File: src/hw/rtl/svpwm_pkg.sv
package svpwm_pkg;

   localparam int NUM_PHASES = 3;

   // sqrt(3)/2 in q16, held as an unsigned 17-bit multiplier operand
   localparam int SQRT3_BITS = 17;
   localparam logic [SQRT3_BITS-1:0] SQRT3_HALF_Q16 = 17'd56756;

   // fraction bits of the offset phase voltage relative to the bus voltage
   localparam int NORM_FRAC = 17;

   typedef struct packed {
      logic [NUM_PHASES-1:0] neg;
      logic [NUM_PHASES-1:0] ovf;
      logic                  zero;
   } flags_type;

endpackage

File: src/hw/rtl/svpwm_div_stage.sv
module svpwm_div_stage import svpwm_pkg::*; #(
   parameter int VOLT_BITS = 16,
   parameter int DUTY_BITS = 16,
   localparam int DW = VOLT_BITS + NORM_FRAC,
   localparam int QW = DUTY_BITS + 1
) (
   input  logic                          clock,
   input  logic                          reset,
   input  logic                          in_valid,
   output logic                          in_ready,
   input  logic [NUM_PHASES-1:0][DW-1:0] in_rem,
   input  logic [NUM_PHASES-1:0][QW-1:0] in_quo,
   input  logic [DW-1:0]                 in_den,
   input  flags_type                     in_flags,
   output logic                          out_valid,
   input  logic                          out_ready,
   output logic [NUM_PHASES-1:0][DW-1:0] out_rem,
   output logic [NUM_PHASES-1:0][QW-1:0] out_quo,
   output logic [DW-1:0]                 out_den,
   output flags_type                     out_flags
);

   logic                          valid_ff;
   logic                          enable;
   logic [NUM_PHASES-1:0][DW-1:0] rem_ff, rem_in;
   logic [NUM_PHASES-1:0][QW-1:0] quo_ff, quo_in;
   logic [DW-1:0]                 den_ff;
   flags_type                     flags_ff;

   assign enable   = !valid_ff || out_ready;
   assign in_ready = enable;

   // one restoring division step per phase
   always_comb begin
      for (int i = 0; i < NUM_PHASES; i++) begin
         logic [DW:0] r2;
         logic [DW:0] diff;
         r2   = {in_rem[i], 1'b0};
         diff = r2 - {1'b0, in_den};
         if (r2 >= {1'b0, in_den}) begin
            rem_in[i] = diff[DW-1:0];
            quo_in[i] = {in_quo[i][QW-2:0], 1'b1};
         end else begin
            rem_in[i] = r2[DW-1:0];
            quo_in[i] = {in_quo[i][QW-2:0], 1'b0};
         end
      end
   end

   always_ff @(posedge clock) begin
      if (reset) begin
         valid_ff <= 1'b0;
      end else if (enable) begin
         valid_ff <= in_valid;
      end
   end

   always_ff @(posedge clock) begin
      if (enable && in_valid) begin
         rem_ff   <= rem_in;
         quo_ff   <= quo_in;
         den_ff   <= in_den;
         flags_ff <= in_flags;
      end
   end

   assign out_valid = valid_ff;
   assign out_rem   = rem_ff;
   assign out_quo   = quo_ff;
   assign out_den   = den_ff;
   assign out_flags = flags_ff;

endmodule

File: config.mk
export PLATFORM = sky130hd
export DESIGN_NAME = svpwm_div_stage
export DESIGN_NICKNAME = d
export VERILOG_FILES = /design/src/hw/rtl/svpwm_pkg.sv /design/src/hw/rtl/svpwm_div_stage.sv
export SDC_FILE = /design/constraint.sdc
export NUM_CORES = 1
export LEC_CHECK = 0
export ABC_AREA = 1
export BUFFER_PORTS_ARGS = -buffer_cell sky130_fd_sc_hd__clkbuf_2
export CAP_MARGIN = 20
export CORE_ASPECT_RATIO = 0.75
export CORE_MARGIN = 3
export CORE_UTILIZATION = 55
export DETAILED_ROUTE_END_ITERATION = 10
export GPL_ROUTABILITY_DRIVEN = 0
export GPL_TIMING_DRIVEN = 0
export PLACE_DENSITY = 0.82
export SLEW_MARGIN = 20
export SYNTH_ARGS = -nofsm -noshare
export SYNTH_HDL_FRONTEND = slang
export SYNTH_SLANG_ARGS = --single-unit
File: constraint.sdc
create_clock -name clock -period 12.65 [get_ports clock]
set_input_delay 0 -clock clock [delete_from_list [all_inputs] [get_ports clock]]
set_output_delay 0 -clock clock [all_outputs]
set_load 0.02 [all_outputs]
* Yosys cells after proc, flatten, opt, wreduce, memory -nomap -nowiden
Index checks and enable logic that the tools add are counted.
Operators by class: add/sub/neg operators 3, $lt $le $gt $ge 3, multiplexer cells 6, reduce and logical (&&, ||, !) cells 3
Operators by type and width (count):
- >= comparator 34 x 33 -> 1 bit | 3
- 2-to-1 mux 33 bit | 3
- subtractor 33 bit | 3
- 2-to-1 mux 1 bit | 3
- logical AND 1 bit | 1
- zero test 1 bit | 1
- logical OR 1 bit | 1
Storage, ports and cells: register bits after elaboration 191, input port bits 194, word-level logic and storage cells 29

* Longest topological paths before layout
depth in word-level cells 3, depth in mapped cells 16

* Worst setup path after synthesis
No wires, ideal clock.
path type reg-to-reg, start register valid_ff (netlist: out_valid), end register den_ff[0] (netlist: out_den[0]) (enable), library setup time 0.804 ns, data arrival time 9.554 ns, path slack 2.292 ns, cell stages (with the launch flop) 2, path buffers 0, cells stage by stage dfxtp_1 a21oi_1
On the way: cells in the longest elaborated chain, start to end 3
RTL lines:
- start: declaration | RTL line svpwm_div_stage.sv:23 | logic valid_ff;
- start signal: assignment | RTL line svpwm_div_stage.sv:54 | valid_ff <= in_valid;
- zero test 1 bit | RTL line svpwm_div_stage.sv:30 | assign enable = !valid_ff || out_ready;
- logical OR 1 bit | RTL line svpwm_div_stage.sv:30
- logical AND 1 bit | RTL line svpwm_div_stage.sv:59 | if (enable && in_valid) begin
- end signal: assignment | RTL line svpwm_div_stage.sv:62 | den_ff <= in_den;
- end: declaration | RTL line svpwm_div_stage.sv:27 | logic [DW-1:0] den_ff;
No other way between the ends. A chain may end at the register's enable or synchronous reset.

==> impl_metrics.py <==
metrics = {
    "grt": {
        "grt_first_pass_wirelength_um": 83400,
        "grt_pass1_vias": 15900,
        "grt_usage_pct": 36.8,
        "grt_antenna_before_repair": 3,
        "grt_max_degree": 28,
        "grt_overflow": 0,
    },
    "synth": {
        "synthesis.area_sq_um": 15000,
        "syn_nets": 2482,
        "ys_ff_latch": 191,
        "yosysSeqAreaShare_pct": 38.1,
        "synth_top_area_cell": "edfxtp_1",
        "synth.area.top_cells": "edfxtp_1 38%, nand2_1 24%, inv_1 10%, ha_1 8.2%, nand3_1 3.4%",
        "synth_top_area_share_pct": 37.9,
        "ys_warn_count": 0,
        "synth_cell_types": 31,
        "syn_avg_cell_area_sq_um": 6.88,
        "syn_inst": 2186,
    },
    "sta": {
        "finalClockSkew_ns": 0.0170,
        "max_freq_ghz": 0.386,
        "drv_slew": 0,
        "fin_crit_ns": 2.59,
        "setup_violations": 0,
        "grt_setup_unrepaired": "no",
        "fin_crit_sh_pct": 20.5,
        "slew_headroom_pct": 39.7,
        "setup_slack_ns": 10.06,
        "worstMarginPinSlew_ns": 0.902,
        "timing.final.hold_violations": 0,
    },
    "critical_path": {
        "crit_slowest_cell": "dlygate4sd3_1",
        "max_stage_delay_ns": 0.54,
        "crit_arrival_ns": 2.80,
        "r2r_start": "out_valid",
        "path_common_cell": "nand2_1",
        "end_kind": "register",
        "cp_num_buf_inv": 6,
        "path_cells": "dlygate4sd3_1, clkbuf_2, inv_1, ha_1, nand2_1, inv_2, nand2_1, nor3_1, nand2_1, nor2_1, nor2_1, nand2_4, inv_2, buf_6, nand2_1, nand2_1",
        "worstSetupStartpoint": "in_den[25]",
        "cp.required_ns": 12.86,
        "crit_family": "buffers and inverters",
        "path_max_fanout": 10,
        "worst-setup-path-type": "input port to register",
        "crit_path_start_kind": "input port",
    },
    "route": {
        "ant_nets": 0,
        "dr.first_iter.drc_count": 1805,
        "drc": 0,
        "wl_per_cell_um": 17.5,
        "vias": 16600,
        "drt_wl_total_um": 54800,
        "first_pass_iters": 6,
        "routed_via_density": 5.29,
    },
    "power": {
        "leakage_nw": 11.1,
        "vdd_drop_max_v": 0.000101,
        "p_per_area_nw_per_um2": 104,
    },
    "cts": {
        "numCtsBuffers": 17,
        "htree_levels": 4,
        "cts_num_sinks": 191,
        "clk_pin_slew_ns": 0.08,
        "clock_path_buffers": 2,
        "cts_tree": "done",
        "post_cts_buffers": 0,
        "clockRootBuffer": "clkbuf_16",
        "clock_latency_ns": 0.46,
    },
    "min_path": {
        "holdCritPathClass": "input port to register",
        "min_from": "in_rem[33]",
    },
    "floorplan": {
        "fp.dieArea_sq_um": 29400,
        "start_util_pct": 57.0,
        "fp.dieW_um": 197,
        "core_area_sq_um": 26400,
        "io_pins": 386,
        "die_h_um": 149,
        "core.rowCount": 51,
    },
    "placement": {
        "dpl.cell_count": 2920,
        "pre_cts_slack_ns": 10.29,
        "numPortBuffers": 382,
        "dpl.hpwl_um": 41200,
    },
    "finish": {
        "layout_common_cells": "977 x nand2_1, 407 x inv_1, 382 x clkbuf_2",
        "fin_nets": 3074,
        "area_growth_pct": 33.3,
        "layout-drive-gt1-share_pct": 17.7,
        "final_common_cell": "nand2_1",
        "stdcell_count": 3138,
    },
    "job": {
        "maxCapViolCount": 0,
    },
    "outcome": {
        "status": "finished clean",
    },
}
-- metrics by stage --
step	util [%]	TNS, ns	power (mW)	hold WS, ns	cell area [sq um]
after floorplan	-	0	1.24	0.0691	15000
after global placement	65.8	-186.85	1.44	0.156	17400
after detailed placement	66.7	0	1.45	0.158	17600
after CTS	75.9	0	2.05	0.0182	20100
after global routing	75.9	0	2.17	0.0673	20100
final	75.9	0	2.08	0.0303	20100
-- final cells by class --
type                    instances  area, sq um
multi-input cells            1548         7550
fillers                      1977         6360
flip-flops and latches        191         5730
repair buffers                573         3960
inverters                     428         1610
well taps                     344          430
clock buffers                  18          429
plain buffers                  19          178
clock inverters                14          169
diodes                          3         7.51
-- state kept, by name, indices dropped and copies added (netlist names) --
| register | count |
|---|---|
| out_valid | 1 |
| out_rem | 99 |
| out_quo | 51 |
| out_den | 33 |
| out_flags | 7 |
-- timing repair --
item	in CTS	in global routing
gates resized for setup	0	0
endpoints found under the hold margin	182	0
hold buffers	183	0
-- Yosys cell counts (all sizes together) --
cell and count:
a21o 3, a21oi 68, and2 24, and3 3, buf 19, dfxtp 1
edfxtp 190, fa 3, ha 99, inv 428, nand2 985, nand3 105
nand3b 30, nand4 9, nor2 138, nor3 21, nor4 3, o21ai 6
or2 9, xor2 42
-- layer usage --
layer  GRT usage, %  vias up  wire, um
met2           59.9     1045     24700
met4           18.0        0      2970
met1           45.1     7366     20200
met3           10.9      242      6970
li1               -     7936         -
met5              0        -         0
-- kinds of logic (layout without fill, tap and decap cells) --
kind of cell               count (synthesis)  in the layout  synth area share, %
and+or+nand+nor                         1327           1327                 36.4
adders and majority gates                102            102                 8.63
buffers and inverters                    447           1052                 11.9
xor gates and xnor gates                  42             42                 2.44
DFF                                      191            191                 38.1
AOI/OAI and AO/OA                         77             77                 2.61
other                                      0              3                    0
-- worst paths after layout --
path / endpoint / slack [ns] / cells after the start
worst max-delay path: out_rem[62] / 10.06 / 16
worst min-delay path: out_rem[34] / 0.03 / 3
worst max register to register: out_den[7] / 10.38 / 5
worst min register to register: out_quo[31] / 0.86 / 1
-- report_power, final --
group	internal (mW)	switching (mW)	total [mW]	leakage, nW
Sequential	0.772	0.0183	0.790	1.85
Combinational	0.256	0.471	0.727	8.94
Clock	0.269	0.292	0.561	0.288
Total	1.30	0.781	2.08	11.1
-- worst min-delay path, delay by kind of cell --
family	cells	cell delay, ns
buf+inv	2	0.18
compound gates	1	0.12
Power figures use the tool's default switching activity.
