===== src/hw/rtl/svpwm_pkg.sv =====
package svpwm_pkg;

   localparam int NUM_PHASES = 3;

   // sqrt(3)/2 in q16, held as an unsigned 17-bit multiplier operand
   localparam int SQRT3_BITS = 17;
   localparam logic [SQRT3_BITS-1:0] SQRT3_HALF_Q16 = 17'd56756;

   // fraction bits of the offset phase voltage relative to the bus voltage
   localparam int NORM_FRAC = 17;

   typedef struct packed {
      logic [NUM_PHASES-1:0] neg;
      logic [NUM_PHASES-1:0] ovf;
      logic                  zero;
   } flags_type;

endpackage


===== src/hw/rtl/svpwm_sat.sv =====
module svpwm_sat import svpwm_pkg::*; #(
   parameter int DUTY_BITS = 16,
   localparam int QW = DUTY_BITS + 1
) (
   input  logic                                 clock,
   input  logic                                 reset,
   input  logic                                 in_valid,
   output logic                                 in_ready,
   input  logic [NUM_PHASES-1:0][QW-1:0]        in_quo,
   input  flags_type                            in_flags,
   output logic                                 out_valid,
   input  logic                                 out_ready,
   output logic [NUM_PHASES-1:0][DUTY_BITS-1:0] duty,
   output logic                                 clipped
);

   localparam logic [QW-1:0]        HALF     = QW'(1) << (DUTY_BITS - 1);
   localparam logic [QW-1:0]        TOP      = {1'b0, {DUTY_BITS{1'b1}}};
   localparam logic [DUTY_BITS-1:0] DUTY_MAX = {DUTY_BITS{1'b1}};
   localparam logic [DUTY_BITS-1:0] DUTY_MID = DUTY_BITS'(HALF);

   logic                                 valid_ff;
   logic                                 enable;
   logic [NUM_PHASES-1:0][DUTY_BITS-1:0] duty_ff, duty_in;
   logic                                 clipped_ff, clipped_in;

   assign enable   = !valid_ff || out_ready;
   assign in_ready = enable;

   always_comb begin
      clipped_in = 1'b0;
      for (int i = 0; i < NUM_PHASES; i++) begin
         logic [QW:0]   rnd;
         logic [QW-1:0] dev;
         logic [QW-1:0] up;
         logic [QW-1:0] dn;
         rnd = {1'b0, in_quo[i]} + (QW+1)'(1);
         dev = rnd[QW:1];
         up  = HALF + dev;
         dn  = HALF - dev;
         if (in_flags.zero) begin
            duty_in[i] = DUTY_MID;
            clipped_in = 1'b1;
         end else if (in_flags.neg[i]) begin
            if (in_flags.ovf[i] || dev > HALF) begin
               duty_in[i] = '0;
               clipped_in = 1'b1;
            end else begin
               duty_in[i] = dn[DUTY_BITS-1:0];
            end
         end else begin
            if (in_flags.ovf[i] || up > TOP) begin
               duty_in[i] = DUTY_MAX;
               clipped_in = 1'b1;
            end else begin
               duty_in[i] = up[DUTY_BITS-1:0];
            end
         end
      end
   end

   always_ff @(posedge clock) begin
      if (reset) begin
         valid_ff <= 1'b0;
      end else if (enable) begin
         valid_ff <= in_valid;
      end
   end

   always_ff @(posedge clock) begin
      if (enable && in_valid) begin
         duty_ff    <= duty_in;
         clipped_ff <= clipped_in;
      end
   end

   assign out_valid = valid_ff;
   assign duty      = duty_ff;
   assign clipped   = clipped_ff;

endmodule


===== config.mk =====
export PLATFORM = sky130hd
export DESIGN_NAME = svpwm_sat
export DESIGN_NICKNAME = d
export VERILOG_FILES = /design/src/hw/rtl/svpwm_pkg.sv /design/src/hw/rtl/svpwm_sat.sv
export SDC_FILE = /design/constraint.sdc
export NUM_CORES = 1
export LEC_CHECK = 0
export ABC_AREA = 1
export BUFFER_PORTS_ARGS = -buffer_cell sky130_fd_sc_hd__buf_2
export CAP_MARGIN = 10
export CORE_ASPECT_RATIO = 0.6
export CORE_MARGIN = 2
export CORE_UTILIZATION = 35
export DETAILED_ROUTE_END_ITERATION = 12
export REMOVE_ABC_BUFFERS = 1
export SETUP_SLACK_MARGIN = 0.05
export SLEW_MARGIN = 20
export SYNTH_ARGS = -nofsm -noshare
export SYNTH_HDL_FRONTEND = slang
export SYNTH_SLANG_ARGS = --single-unit

===== constraint.sdc =====
create_clock -name clock -period 8.7 [get_ports clock]
set_input_delay 0.87 -clock clock [delete_from_list [all_inputs] [get_ports clock]]
set_output_delay 0.87 -clock clock [all_outputs]
set_load 0.05 [all_outputs]

# --- Word level (Yosys, flattened, before mapping) ---
# Index checks and enable logic that the tools add are counted.
word_totals:
  reg_bits: 50
  in_bits: 62
  out_inout_bits: 51
  word_cells: 47
classes:
  add_sub_neg: 9
  order_cmp: 6
  muxes: 18
  n_reduce_logical: 9
ops:
  columns: ["cell", "count"]
  rows:
  - ["$mux 16", 9]
  - ["$gt 17x16->1 const B", 6]
  - ["$add 17x1->18 const B", 3]
  - ["$add 16x17->17 const A", 3]
  - ["$sub 16x16->16 const A", 3]
  - ["$mux 1", 9]
  - ["$logic_or 1x1->1", 7]
  - ["$logic_and 1x1->1", 1]
  - ["$logic_not 1->1", 1]

# --- Depth between registers and ports, before layout ---
depth:
  depth_word: 10
  depth_mapped: 21
  ltp_nobuf: 21

# --- Least setup slack after synthesis ---
# Ideal clock, no wire load.
synth_path:
  path_type: "input-to-reg"
  startpoint: "in in_valid"
  endpoint: "reg clipped_ff (netlist: clipped) (enable)"
  setup_time_ns: 0.472
  arrival_ns: 3.302
  required_ns: 8.228
  setup_slack_ns: 4.926
  stages: 2
  n_path_buf: 0
  path_cell_list: "inv_1 a21oi_1"
synth_between:
  elab_chain_len: 1
synth_lines:
  columns: ["element", "line_no", "source"]
  rows:
  - ["start, declared", "svpwm_sat.sv:7", "input logic in_valid,"]
  - ["$logic_and 1x1->1", "svpwm_sat.sv:71", "if (enable && in_valid) begin"]
  - ["end signal, assigned", "svpwm_sat.sv:73", "clipped_ff <= clipped_in;"]
  - ["end, declared", "svpwm_sat.sv:25", "logic clipped_ff, clipped_in;"]
# Every way passes these cells.
# A chain may end at the register's enable or synchronous reset.

# --- Worst setup path after layout ---
layout_path:
  startpoint: "in in_quo[34] (netlist bit)"
  endpoint: "reg clipped_ff (netlist: clipped), data pin"
layout_between:
  elab_chain_len: 6
  elab_cells_between_ends: 9
  cone_classes: "add/sub (2); order compare (2); mux (3); reduce/logical (2)"
layout_lines:
  columns: ["element", "line_no", "source"]
  rows:
  - ["start, declared", "svpwm_sat.sv:9", "input logic [NUM_PHASES-1:0][QW-1:0] in_quo,"]
  - ["$add 17x1->18 *", "svpwm_sat.sv:37", "rnd = {1'b0, in_quo[i]} + (QW+1)'(1);"]
  - ["$add 16x17->17", "svpwm_sat.sv:39", "up = HALF + dev;"]
  - ["$gt 17x16->1", "svpwm_sat.sv:52", "if (in_flags.ovf[i] || up > TOP) begin"]
  - ["$logic_or 1x1->1", "svpwm_sat.sv:52", null]
  - ["$mux 1", "svpwm_sat.sv:52", null]
  - ["$mux 1 *", "svpwm_sat.sv:44", "end else if (in_flags.neg[i]) begin"]
# Every way passes the cells marked *; elsewhere a longest branch is shown, timed or not.

==> run_results.csv <==
group,metric,value,unit
outcome,status,"completed",
critical_path,crit_fanout,15,
sta,setup_viol,0,
synth,synth_seq_area_share,25.7,%
power,peakVddDrop,96.3,uV
final_layout,antenna_cells,0,
clock_tree,cts_tree,"done",
final_layout,num-fill-cells,1779,
placement,dpl.hpwl,14100,um
final_layout,area.growth.synth_to_final,16.1,%
synth,synth_warnings,0,
global_routing,grt_pass1_wl,28700,um
critical_path,cp_slowest_cell,"nor2_1",
detailed_routing,vias_per_cell,5.11,
detailed_routing,ant_nets,0,
clock_tree,cts_sinks,50,
final_layout,layout.nets,1133,
synth,yosysTopAreaCell,"edfxtp_1",
worst_hold_path,hold_path.class,"register to register",
sta,rsz0062_at_grt,"false",
global_routing,overflow,0,
critical_path,cp-start-kind,"primary input",
critical_path,cp.arrival,3610,ps
synth,yosysTopAreaCellShare,25.4,%
sta,period_share,40.8,%
job,maxCapViolCount,0,
detailed_routing,wire_per_inst,14.2,um
synth,yosys_register_bits,50,
detailed_routing,drt_iter0_markers,629,
floorplan,die-height,104,um
sta,hold_viol,0,
detailed_routing,drc_errors,0,
clock_tree,htree_levels,2,
sta,timing.hold.ws,534,ps
final_layout,final_core_util,41.5,%
floorplan,start_util,35.8,%
clock_tree,clkTransAtPathRegs,80,ps
placement,io_buffer_count,112,
floorplan,row_count,36,
critical_path,worstPathCellList,"buf_2, ha_1, nand2_1, nor2_2, nand2_1, o21ai_0, nand2_1, inv_1, ha_1, nor2_1, nand2_1, nand2_1, nand2_1, nor2_1, nand2_1",
floorplan,fp.dieW,170,um
sta,maxSlewViolCount,0,
critical_path,crit_type,"primary input to register",
sta,min_period,3550,ps
clock_tree,root_buffer,"clkbuf_16",
critical_path,critPathMaxStageDelay,830,ps
clock_tree,cts_buffers,5,
clock_tree,cts-resized-gates,0,
global_routing,grt_max_degree,50,
floorplan,core_area,16200,sq um
sta,worst_pin_slew,1100,ps
synth,yosysUniqueCellTypes,37,
detailed_routing,finalWirelength,18000,um
sta,fin_skew,4.87,ps
clock_tree,ctsHoldBuffers,0,
synth,synth.avg_cell_area,6.09,sq um
critical_path,worst_setup_path_end_kind,"register",
critical_path,crit_path_frequent_cell,"nand2_1",
power,pwr_density_cell,118,nW/um^2
floorplan,die-area,17600,sq um
final_layout,drive_gt1_share,18.9,%
detailed_routing,dr.pass1.iters,5,
sta,fmax,282,MHz
detailed_routing,vias,6475,
global_routing,grt_pass1_vias,5482,
clock_tree,cts_setup_buffers,0,
placement,routabilityCongestion,0.899,
sta,slew_headroom,26.7,%
sta,final.setup.tns,0,ps
power,power.leakage,3.24,nW
clock_tree,clock_latency,300,ps
critical_path,r2r_slack,7260,ps
global_routing,grt_usage,20.1,%
synth,syn-cell-area,5800,sq um
global_routing,antenna_found_initial,0,
synth,postSynthCellCount,952,
synth,synthTopCellsByArea,"edfxtp_1, nand2_1, nor2_1",
clock_tree,cts_buffer_depth,2,
floorplan,io_pins,113,
critical_path,required,8760,ps
==> cells in the mapped netlist, drive strengths merged <==
cell and count:
xor2 12, edfxtp 49, inv 119, nor3 7, nand2 337, nor4 1
buf 6, nand3 88, o21ai 40, nor3b 2, clkbuf 10, nand4 42
xnor2 2, a21oi 57, o21bai 3, nand3b 4, o21a 1, nor2 151
clkinv 5, ha 15, dfxtp 1
==> final cells by class <==
class,instances,area (sq um),area share (%)
flip-flops and latches,50,1490,22.2
inverters,124,467,6.93
multi-input cells,762,3780,56.1
repair buffers,113,568,8.44
well taps,209,262,3.88
clock buffers,5,125,1.86
clock inverters,3,43.8,0.650
==> stage by stage <==
stage / worst slack (ps) / cell area, sq um / total power [W] / cells
after global placement: 4940 / 6560 / 0.000558 / 1258
final: 5150 / 6730 / 0.000793 / 1266
after global routing: 4760 / 6730 / 0.000835 / 1266
after CTS: 5170 / 6730 / 0.000798 / 1266
after floorplan: 4930 / 5720 / 0.000476 / 936
after detailed placement: 4840 / 6560 / 0.000557 / 1258
==> state kept, by name (all words and copies together) (netlist names) <==
name and count:
out_valid 1, duty 48, clipped 1
==> cell families (layout without fill, tap and decap cells) <==
group / after synthesis / in the layout / share of synthesized area [%]
xor gates and xnor gates: 14 / 14 / 2.24
DFF: 50 / 50 / 25.7
adders and majority gates: 15 / 15 / 3.24
buffers and inverters: 140 / 245 / 9.34
AOI/OAI and AO/OA: 101 / 101 / 9.15
and+or+nand+nor: 632 / 632 / 50.3
==> critical path: cells and delay by family <==
kind	cells	cell delay (ps)
buffers and inverters	2	250
and+or+nand+nor	10	1820
AOI/OAI and AO/OA	1	180
adders and majority gates	2	490
==> layer usage <==
metal / global-route usage (%) / share of wire, % / vias up
met5: 0 / 0 / -
met4: 1.95 / 0.55 / 0
met2: 26.3 / 37 / 260
li1: - / - / 3304
met1: 34.0 / 54 / 2901
met3: 3.52 / 8.9 / 10
==> path summary, 6_finish.rpt <==
check              from         to  cells after the start
max reg2reg   out_valid   duty[26]                      2
max          in_quo[34]    clipped                     15
min reg2reg   out_valid  out_valid                      2
min           out_valid  out_valid                      2
==> placed cells by master (no fill, tap or decap), drive strengths merged, types with 4 or more instances in the layout <==
| cell | instances |
|---|---|
| nand2 | 337 |
| nor2 | 151 |
| inv | 120 |
| buf | 113 |
| nand3 | 88 |
| a21oi | 57 |
| edfxtp | 49 |
| nand4 | 42 |
| o21ai | 40 |
| ha | 15 |
| xor2 | 12 |
| nor3 | 7 |
| clkinv | 6 |
| clkbuf | 5 |
| nand3b | 4 |
==> report_power, final <==
group / total (W) / switching, W / internal [W] / leakage [nW]
sequential: 0.000291 / 0.00000572 / 0.000285 / 0.492
clock: 0.000239 / 0.000102 / 0.000137 / 0.0842
combinational: 0.000264 / 0.000197 / 0.0000672 / 2.67
No activity file was read; power rests on OpenSTA's default activity.
