`config.mk`:
```
export PLATFORM = sky130hd
export DESIGN_NAME = svpwm_phase
export DESIGN_NICKNAME = d
export VERILOG_FILES = /design/src/hw/rtl/svpwm_pkg.sv /design/src/hw/rtl/svpwm_phase.sv
export SDC_FILE = /design/constraint.sdc
export NUM_CORES = 1
export LEC_CHECK = 0
export BUFFER_PORTS_ARGS = -buffer_cell sky130_fd_sc_hd__buf_2
export CAP_MARGIN = 20
export CORE_MARGIN = 2
export CORE_UTILIZATION = 57
export CTS_CLUSTER_SIZE = 40
export DETAILED_ROUTE_END_ITERATION = 6
export PLACE_DENSITY_LB_ADDON = 0.05
export SLEW_MARGIN = 20
export SYNTH_ARGS = -nofsm -noshare
export SYNTH_HDL_FRONTEND = slang
export SYNTH_SLANG_ARGS = --single-unit
```
`constraint.sdc`:
```
create_clock -name clock -period 14.4 [get_ports clock]
set_input_delay 1.44 -clock clock [delete_from_list [all_inputs] [get_ports clock]]
set_output_delay 1.44 -clock clock [all_outputs]
set_load 0.02 [all_outputs]
```
`src/hw/rtl/svpwm_pkg.sv`:
```
package svpwm_pkg;

   localparam int NUM_PHASES = 3;

   // sqrt(3)/2 in q16, held as an unsigned 17-bit multiplier operand
   localparam int SQRT3_BITS = 17;
   localparam logic [SQRT3_BITS-1:0] SQRT3_HALF_Q16 = 17'd56756;

   // fraction bits of the offset phase voltage relative to the bus voltage
   localparam int NORM_FRAC = 17;

   typedef struct packed {
      logic [NUM_PHASES-1:0] neg;
      logic [NUM_PHASES-1:0] ovf;
      logic                  zero;
   } flags_type;

endpackage

```
`src/hw/rtl/svpwm_phase.sv`:
```
module svpwm_phase import svpwm_pkg::*; #(
   parameter int VOLT_BITS = 16,
   localparam int PW = VOLT_BITS + 18,
   localparam int NW = VOLT_BITS + 20,
   localparam int DW = VOLT_BITS + NORM_FRAC
) (
   input  logic                                clock,
   input  logic                                reset,
   input  logic                                in_valid,
   output logic                                in_ready,
   input  logic [VOLT_BITS-1:0]                v_alpha,
   input  logic [VOLT_BITS-1:0]                v_beta,
   input  logic [VOLT_BITS-1:0]                v_dc,
   output logic                                out_valid,
   input  logic                                out_ready,
   output logic [NUM_PHASES-1:0][NW-1:0]       mag,
   output logic [DW-1:0]                       den,
   output flags_type                           flags
);

   logic v1_ff, v2_ff, v3_ff, v4_ff, v5_ff;
   logic e1, e2, e3, e4, e5;

   // stage 1: sqrt3/2 * beta
   logic signed [PW-1:0]        kb_ff, kb_in;
   logic signed [VOLT_BITS-1:0] alpha1_ff;
   logic [VOLT_BITS-1:0]        vdc1_ff;
   // stage 2: inverse clarke
   logic signed [PW-1:0]        ph2_ff [NUM_PHASES];
   logic signed [PW-1:0]        ph2_in [NUM_PHASES];
   logic [VOLT_BITS-1:0]        vdc2_ff;
   // stage 3: min and max
   logic signed [PW-1:0]        ph3_ff [NUM_PHASES];
   logic signed [PW-1:0]        vmax_ff, vmax_in, vmin_ff, vmin_in;
   logic [VOLT_BITS-1:0]        vdc3_ff;
   // stage 4: zero-sequence offset
   logic signed [NW-1:0]        n4_ff [NUM_PHASES];
   logic signed [NW-1:0]        n4_in [NUM_PHASES];
   logic [VOLT_BITS-1:0]        vdc4_ff;
   // stage 5: magnitude and range check
   logic [NUM_PHASES-1:0][NW-1:0] mag_ff, mag_in;
   logic [DW-1:0]               den_ff, den_in;
   flags_type                   flags_ff, flags_in;

   assign e5 = !v5_ff || out_ready;
   assign e4 = !v4_ff || e5;
   assign e3 = !v3_ff || e4;
   assign e2 = !v2_ff || e3;
   assign e1 = !v1_ff || e2;
   assign in_ready = e1;

   always_ff @(posedge clock) begin
      if (reset) begin
         v1_ff <= 1'b0;
         v2_ff <= 1'b0;
         v3_ff <= 1'b0;
         v4_ff <= 1'b0;
         v5_ff <= 1'b0;
      end else begin
         if (e1) v1_ff <= in_valid;
         if (e2) v2_ff <= v1_ff;
         if (e3) v3_ff <= v2_ff;
         if (e4) v4_ff <= v3_ff;
         if (e5) v5_ff <= v4_ff;
      end
   end

   always_comb begin
      kb_in = PW'($signed(v_beta) * $signed({1'b0, SQRT3_HALF_Q16}));
   end

   always_comb begin
      logic signed [PW-1:0] ah;
      logic signed [PW-1:0] va;
      ah = PW'(alpha1_ff) <<< 15;
      va = PW'(alpha1_ff) <<< 16;
      ph2_in[0] = va;
      ph2_in[1] = kb_ff - ah;
      ph2_in[2] = -kb_ff - ah;
   end

   always_comb begin
      vmin_in = ph2_ff[0];
      if (ph2_ff[1] < vmin_in) vmin_in = ph2_ff[1];
      if (ph2_ff[2] < vmin_in) vmin_in = ph2_ff[2];
      vmax_in = ph2_ff[0];
      if (ph2_ff[1] > vmax_in) vmax_in = ph2_ff[1];
      if (ph2_ff[2] > vmax_in) vmax_in = ph2_ff[2];
   end

   always_comb begin
      for (int i = 0; i < NUM_PHASES; i++) begin
         n4_in[i] = (NW'(ph3_ff[i]) <<< 1) - NW'(vmax_ff) - NW'(vmin_ff);
      end
   end

   always_comb begin
      den_in = {vdc4_ff, {NORM_FRAC{1'b0}}};
      flags_in.zero = (vdc4_ff == '0);
      for (int i = 0; i < NUM_PHASES; i++) begin
         flags_in.neg[i] = n4_ff[i][NW-1];
         mag_in[i] = flags_in.neg[i] ? NW'(-n4_ff[i]) : NW'(n4_ff[i]);
         flags_in.ovf[i] = (mag_in[i] >= NW'(den_in));
      end
   end

   always_ff @(posedge clock) begin
      if (e1 && in_valid) begin
         kb_ff     <= kb_in;
         alpha1_ff <= $signed(v_alpha);
         vdc1_ff   <= v_dc;
      end
      if (e2 && v1_ff) begin
         ph2_ff  <= ph2_in;
         vdc2_ff <= vdc1_ff;
      end
      if (e3 && v2_ff) begin
         ph3_ff  <= ph2_ff;
         vmax_ff <= vmax_in;
         vmin_ff <= vmin_in;
         vdc3_ff <= vdc2_ff;
      end
      if (e4 && v3_ff) begin
         n4_ff   <= n4_in;
         vdc4_ff <= vdc3_ff;
      end
      if (e5 && v4_ff) begin
         mag_ff   <= mag_in;
         den_ff   <= den_in;
         flags_ff <= flags_in;
      end
   end

   assign out_valid = v5_ff;
   assign mag       = mag_ff;
   assign den       = den_ff;
   assign flags     = flags_ff;

endmodule

```
======== After elaboration in Yosys (flattened, before gate mapping) ========
Index checks and enable logic that the tools add are counted.
storage, ports and cells
  logic and storage cells ................. 72
  register bits ........................... 592
  output and inout bits ................... 150
cells by class
  multiply operators ...................... 1
  $lt $le $gt $ge ......................... 7
  reduce and logical (&&, ||, !) cells .... 16
  multiplexer cells ....................... 7
  $add $sub $neg .......................... 12
operators by type and width
  operator                  number
  $mux W34                  4
  $ge A36 B33 Y1            3
  $mux W36                  3
  $neg A36 Y36              3
  $sub A35 B34 Y36          3
  $sub A36 B34 Y36          2
  $sub A34 B31 Y34          2
  $sub A33 B34 Y35          1
  $gt A34 B32 Y1            1
  $gt A34 B34 Y1            1
  $lt A34 B32 Y1            1
  $lt A34 B34 Y1            1
  $neg A34 Y34              1
  $mul A16 B15 Y31 const B  1
  $logic_not A16 Y1         1
  $logic_and A1 B1 Y1       5
  $logic_not A1 Y1          5
  $logic_or A1 B1 Y1        5

======== Longest topological paths before layout ========
  depth after elaboration ................. 7
  gate-level depth with buffers ........... 22
  mapped depth without buffers ............ 21

======== Worst setup path after synthesis ========
No wires, ideal clock.
  path type ............................... input to register
  start ................................... input out_ready
  end ..................................... register ph3_ff[10] (netlist name) (enable)
  setup slack ............................. 0.213 ns
  arrival ................................. 13.267 ns
  path buffers ............................ 1
  stages .................................. 4
  cell sequence ........................... nor2b_1 and2_1 clkbuf_1 a21boi_0
on the way
  word-level cells in the longest chain between the ends .. 4
ends and longest elaborated chain
  item                  RTL line            RTL
  from (decl)           svpwm_phase.sv:15   input logic out_ready,
  $logic_or A1 B1 Y1    svpwm_phase.sv:45   assign e5 = !v5_ff || out_ready;
  $logic_or A1 B1 Y1    svpwm_phase.sv:46   assign e4 = !v4_ff || e5;
  $logic_or A1 B1 Y1    svpwm_phase.sv:47   assign e3 = !v3_ff || e4;
  $logic_and A1 B1 Y1   svpwm_phase.sv:117  if (e3 && v2_ff) begin
  to (signal assigned)  svpwm_phase.sv:118  ph3_ff <= ph2_ff;
  to (decl)             svpwm_phase.sv:33   logic signed [PW-1:0] ph3_ff [NUM_PHASES];
Every way passes these cells.
A chain may end at the register's enable or synchronous reset.

======== Final worst setup path ========
  start ................................... input v_beta[7]
  end ..................................... register kb_ff[32] (data pin)
on the way
  word-level cells in the longest chain between the ends .. 1
ends and longest elaborated chain
  item                  RTL line            RTL
  from (decl)           svpwm_phase.sv:12   input logic [VOLT_BITS-1:0] v_beta,
  $mul A16 B15 Y31      svpwm_phase.sv:69   kb_in = PW'($signed(v_beta) * $signed({1'b0, SQRT3_HALF_Q16}));
  named net kb_in[32]   svpwm_phase.sv:25   logic signed [PW-1:0] kb_ff, kb_in;
  to (signal assigned)  svpwm_phase.sv:109  kb_ff <= kb_in;
  to (decl)             svpwm_phase.sv:25
The timed path passes the listed nets, and every way through them passes these cells.

==> impl_results.md <==
- Synth Flop Type: edfxtp_1
- Initial antenna violation count: 1
- Num rows: 95
- Via count: 25400
- Total Wirelength: ~92000 um
- Remaining DRCs: 0
- Async SR Flop Fraction: 0%
- CP max FO: 5
- Overall power: between 10 and 15 mW
- Vias in the first global route: 26200
- Reg2Reg Setup Slack: 7.83 ns
- Clk buf depth: 3
- CP peak stage delay: ~0.57 ns
- Nets: approximately 4200
- Yosys reg bits: 560
- DR WL/cell: 20.7 um
- Cell chain of the critical path: buf_2, ha_1, inv_1, fa_1, inv_1, fa_1, fa_1, fa_1, inv_1, fa_1, inv_1, ha_1, nand2_1, o211ai_1, a21oi_1, o31ai_1, nor2_1, o31ai_1, o31ai_1, xnor2_1
- Number of synthesized flops with an enable pin: between 500 and 600
- Synth Instances: 3302
- Area of the core: approximately 0.067 mm2
- Setup crit start kind: input pin
- Num CTS Buffers: 60
- Starting Density: about 58%
- Worst hold endpoint: vdc3_ff[14]
- CTS H-tree lvls: 2
- Leak: roughly 18 nW
- Critical Path RT: about 15 ns
- Layout cells sized above 1: under 10%
- Kind of critical path: in -> reg
- I/O pin cnt: 202
- Pre-antenna DRT Iters: 6
- Global placement routability congestion: roughly 0.94
- Layout Skew: a little over 0.02 ns
- Fin cells: between 4000 and 5000
- Minimum clock period: just under 7 ns
- Hold Startpoint: vdc2_ff[14]
- Worst-Skew Late Latency: between 0.6 and 0.7 ns
- Final hold violations: 0
- Hold Buf Count CTS: 0
- Cells on worst reg2reg path: 19
- Setup Fix Bufs, Post-CTS: 0
- CTS clk-pin slew, worst paths: about 0.060 ns
- Synth Cell Area: 0.0386 mm2
- 1st-iter DRT viols: 1626
- Synth cell types: 89
- CTS tree: built
- Reg2reg end: vmin_ff[31]
- CP endpoint kind: flip-flop
- Diodes inserted: 0
- Die W: 264 um
- Slew @ Worst Pin: about 1.1 ns
- First-pass GRT wire length: around 140000 um
- Critical path arrival: roughly 7.1 ns
- Cell mode on critical path: fa_1
- Slew Viols, Final: 0
- Critical R2R Launch: ph2_ff[99]
- Top post-synthesis cells by area: edfxtp_1 43%, ha_1 13%, fa_1 10%, inv_1 4.7%, xnor2_1 4.3%
- Gates resized, CTS repair: 0
- Vias per cell: 5.72
- Status: complete, no violations
- Slew headroom: 29.4%
- Register area share after synthesis: between 40% and 50%
- Pin count of the biggest net entering global routing: 80
- Clock sink total: 560
- Final Setup Violations: 0
- Routed Antenna Nets: 0
- Tot GR Track Use: between 20% and 30%
- Setup Total Neg Slack: 0 ns
- Synth warn: 0
- Die area: between 0.06 and 0.07 mm2
- Post-Place Cells: about 4300
- Hold-critical path depth: 0
- Hpwl dp: between 70000 and 80000 um
- Worst vdd ir: 0.166 mV
- FMAX: 147 MHz
- Pwr/cell area: around 240 mW/mm2
- Total gr overflow: 0
- Avg Cell Area, Syn: 11.7 um2
- Share of the synthesized area in the top cell type: a little over two fifths
- CTS root buf: clkbuf_16
- Die Y-Extent: 264 um
- Tcrit/Tclk final: 47.2%
- CP max stage cell: o31ai_1
- Max_cap viols: 0
- Area delta synth->final: 10.3%
- IO buf count: between 150 and 200
- Hold Crit Class: reg -> reg
- Area leader, netlist: edfxtp_1
- RSZ-0062 raised after global routing: no
cells in the mapped netlist, drive strengths merged, types with 5 or more instances:
master	number
edfxtp	555
inv	487
ha	415
fa	202
xnor2	191
a21oi	169
nand2	155
o21ai	147
nor2	137
mux2i	97
a21o	68
xor2	52
nor3	46
nand4	45
nand3	38
buf	37
o31ai	35
o21a	31
a211oi	30
nand2b	28
nor4	24
clkbuf	23
nor2b	23
o211ai	23
o21bai	21
a31oi	18
or4	17
o41ai	16
or3	15
or2	13
and4	12
and3	11
a21boi	9
and2	7
o2111ai	7
a211o	6
nor3b	6
o22ai	6
a2111oi	5
a221oi	5
a31o	5
dfxtp	5
o221ai	5
o31a	5
worst max-delay path: cells and delay by family:
kind | cells | cell delay (ns)
fa+ha+maj | 7 | 3.26
compound gates | 5 | 1.62
buf+inv | 5 | 0.43
simple gates | 2 | 0.23
xor+xnor | 1 | 0.14
sequential cells by signal (all words and copies together), names as in the netlist:
name,cells
vmin_ff,32
kb_ff,31
mag,100
vdc4_ff,16
ph3_ff,79
v4_ff,1
vmax_ff,32
flags_in,3
vdc1_ff,16
vdc2_ff,16
n4_ff,96
v2_ff,1
den,16
v1_ff,1
flags,7
v3_ff,1
ph2_ff,79
vdc3_ff,16
out_valid,1
alpha1_ff,16
metal layers:
metal	track usage (%)	up-vias	share of wire (%)
met3	2.66	161	3.9
met5	0	-	0
met2	48.5	684	51
met1	32.6	12400	41
li1	-	12200	-
met4	8.78	0	3.4
metrics by stage:
stage | cell area, um2 | hold WS (ns) | utilization [%] | worst slack [ns]
after CTS | 42500 | 0.419 | 63.4 | 7.61
after global placement | 40500 | 0.401 | 60.4 | 7.15
after global routing | 42500 | 0.425 | 63.4 | 7.18
after detailed placement | 40500 | 0.405 | 60.4 | 6.98
final | 42500 | 0.414 | 63.4 | 7.61
after floorplan | 38600 | 0.400 | - | 0.213
logic make-up (layout without fill, tap and decap cells):
kind of cell / after synthesis / count (layout) / share of synthesized area (%)
buf+inv: 547 / 792 / 5.60
compound gates: 641 / 641 / 10.8
simple gates: 592 / 592 / 8.04
flops: 560 / 560 / 43.5
fa+ha+maj: 617 / 617 / 24.0
mux: 101 / 101 / 2.63
other cells: 1 / 23 / 0.00973
xor+xnor: 243 / 243 / 5.52
power breakdown:
group / total (mW) / internal (mW) / switching (mW)
registers: 2.61 / 2.42 / 0.191
logic: 5.84 / 2.39 / 3.45
clock network: 1.58 / 0.944 / 0.635
placed cells by master, fill, tap and decap left out, drive strengths merged, types with 23 or more instances in the layout:
cell / count
mux2i: 97
nand3: 38
nor3: 46
o21a: 31
buf: 195
nor2: 137
nor2b: 23
xor2: 52
nor4: 24
inv: 489
o21ai: 147
nand2b: 28
conb: 23
a21o: 68
clkinv: 27
fa: 202
nand4: 45
edfxtp: 555
clkbuf: 68
a21oi: 169
nand2: 155
xnor2: 191
a211oi: 30
o211ai: 23
o31ai: 35
ha: 415
worst max path at each step:
stage	start	end	cells past startpoint
finish	v_beta[7]	kb_ff[32]	20
global route	v_beta[5]	kb_ff[32]	20
CTS	v_beta[7]	kb_ff[32]	20
detailed placement	v_beta[7]	kb_ff[32]	20
global placement	v_beta[1]	kb_ff[31]	20
floorplan	out_ready	ph3_ff[10]	4
cell type report:
type                       count  area, um2
tap                          873       1090
multi-input combinational   2217      19800
clock inverter                42        464
fill                        5288      24500
sequential                   560      16800
timing repair buffer         195       1020
inverter                     487       1830
clock buffer                  68       1570
Power figures use the tool's default switching activity.
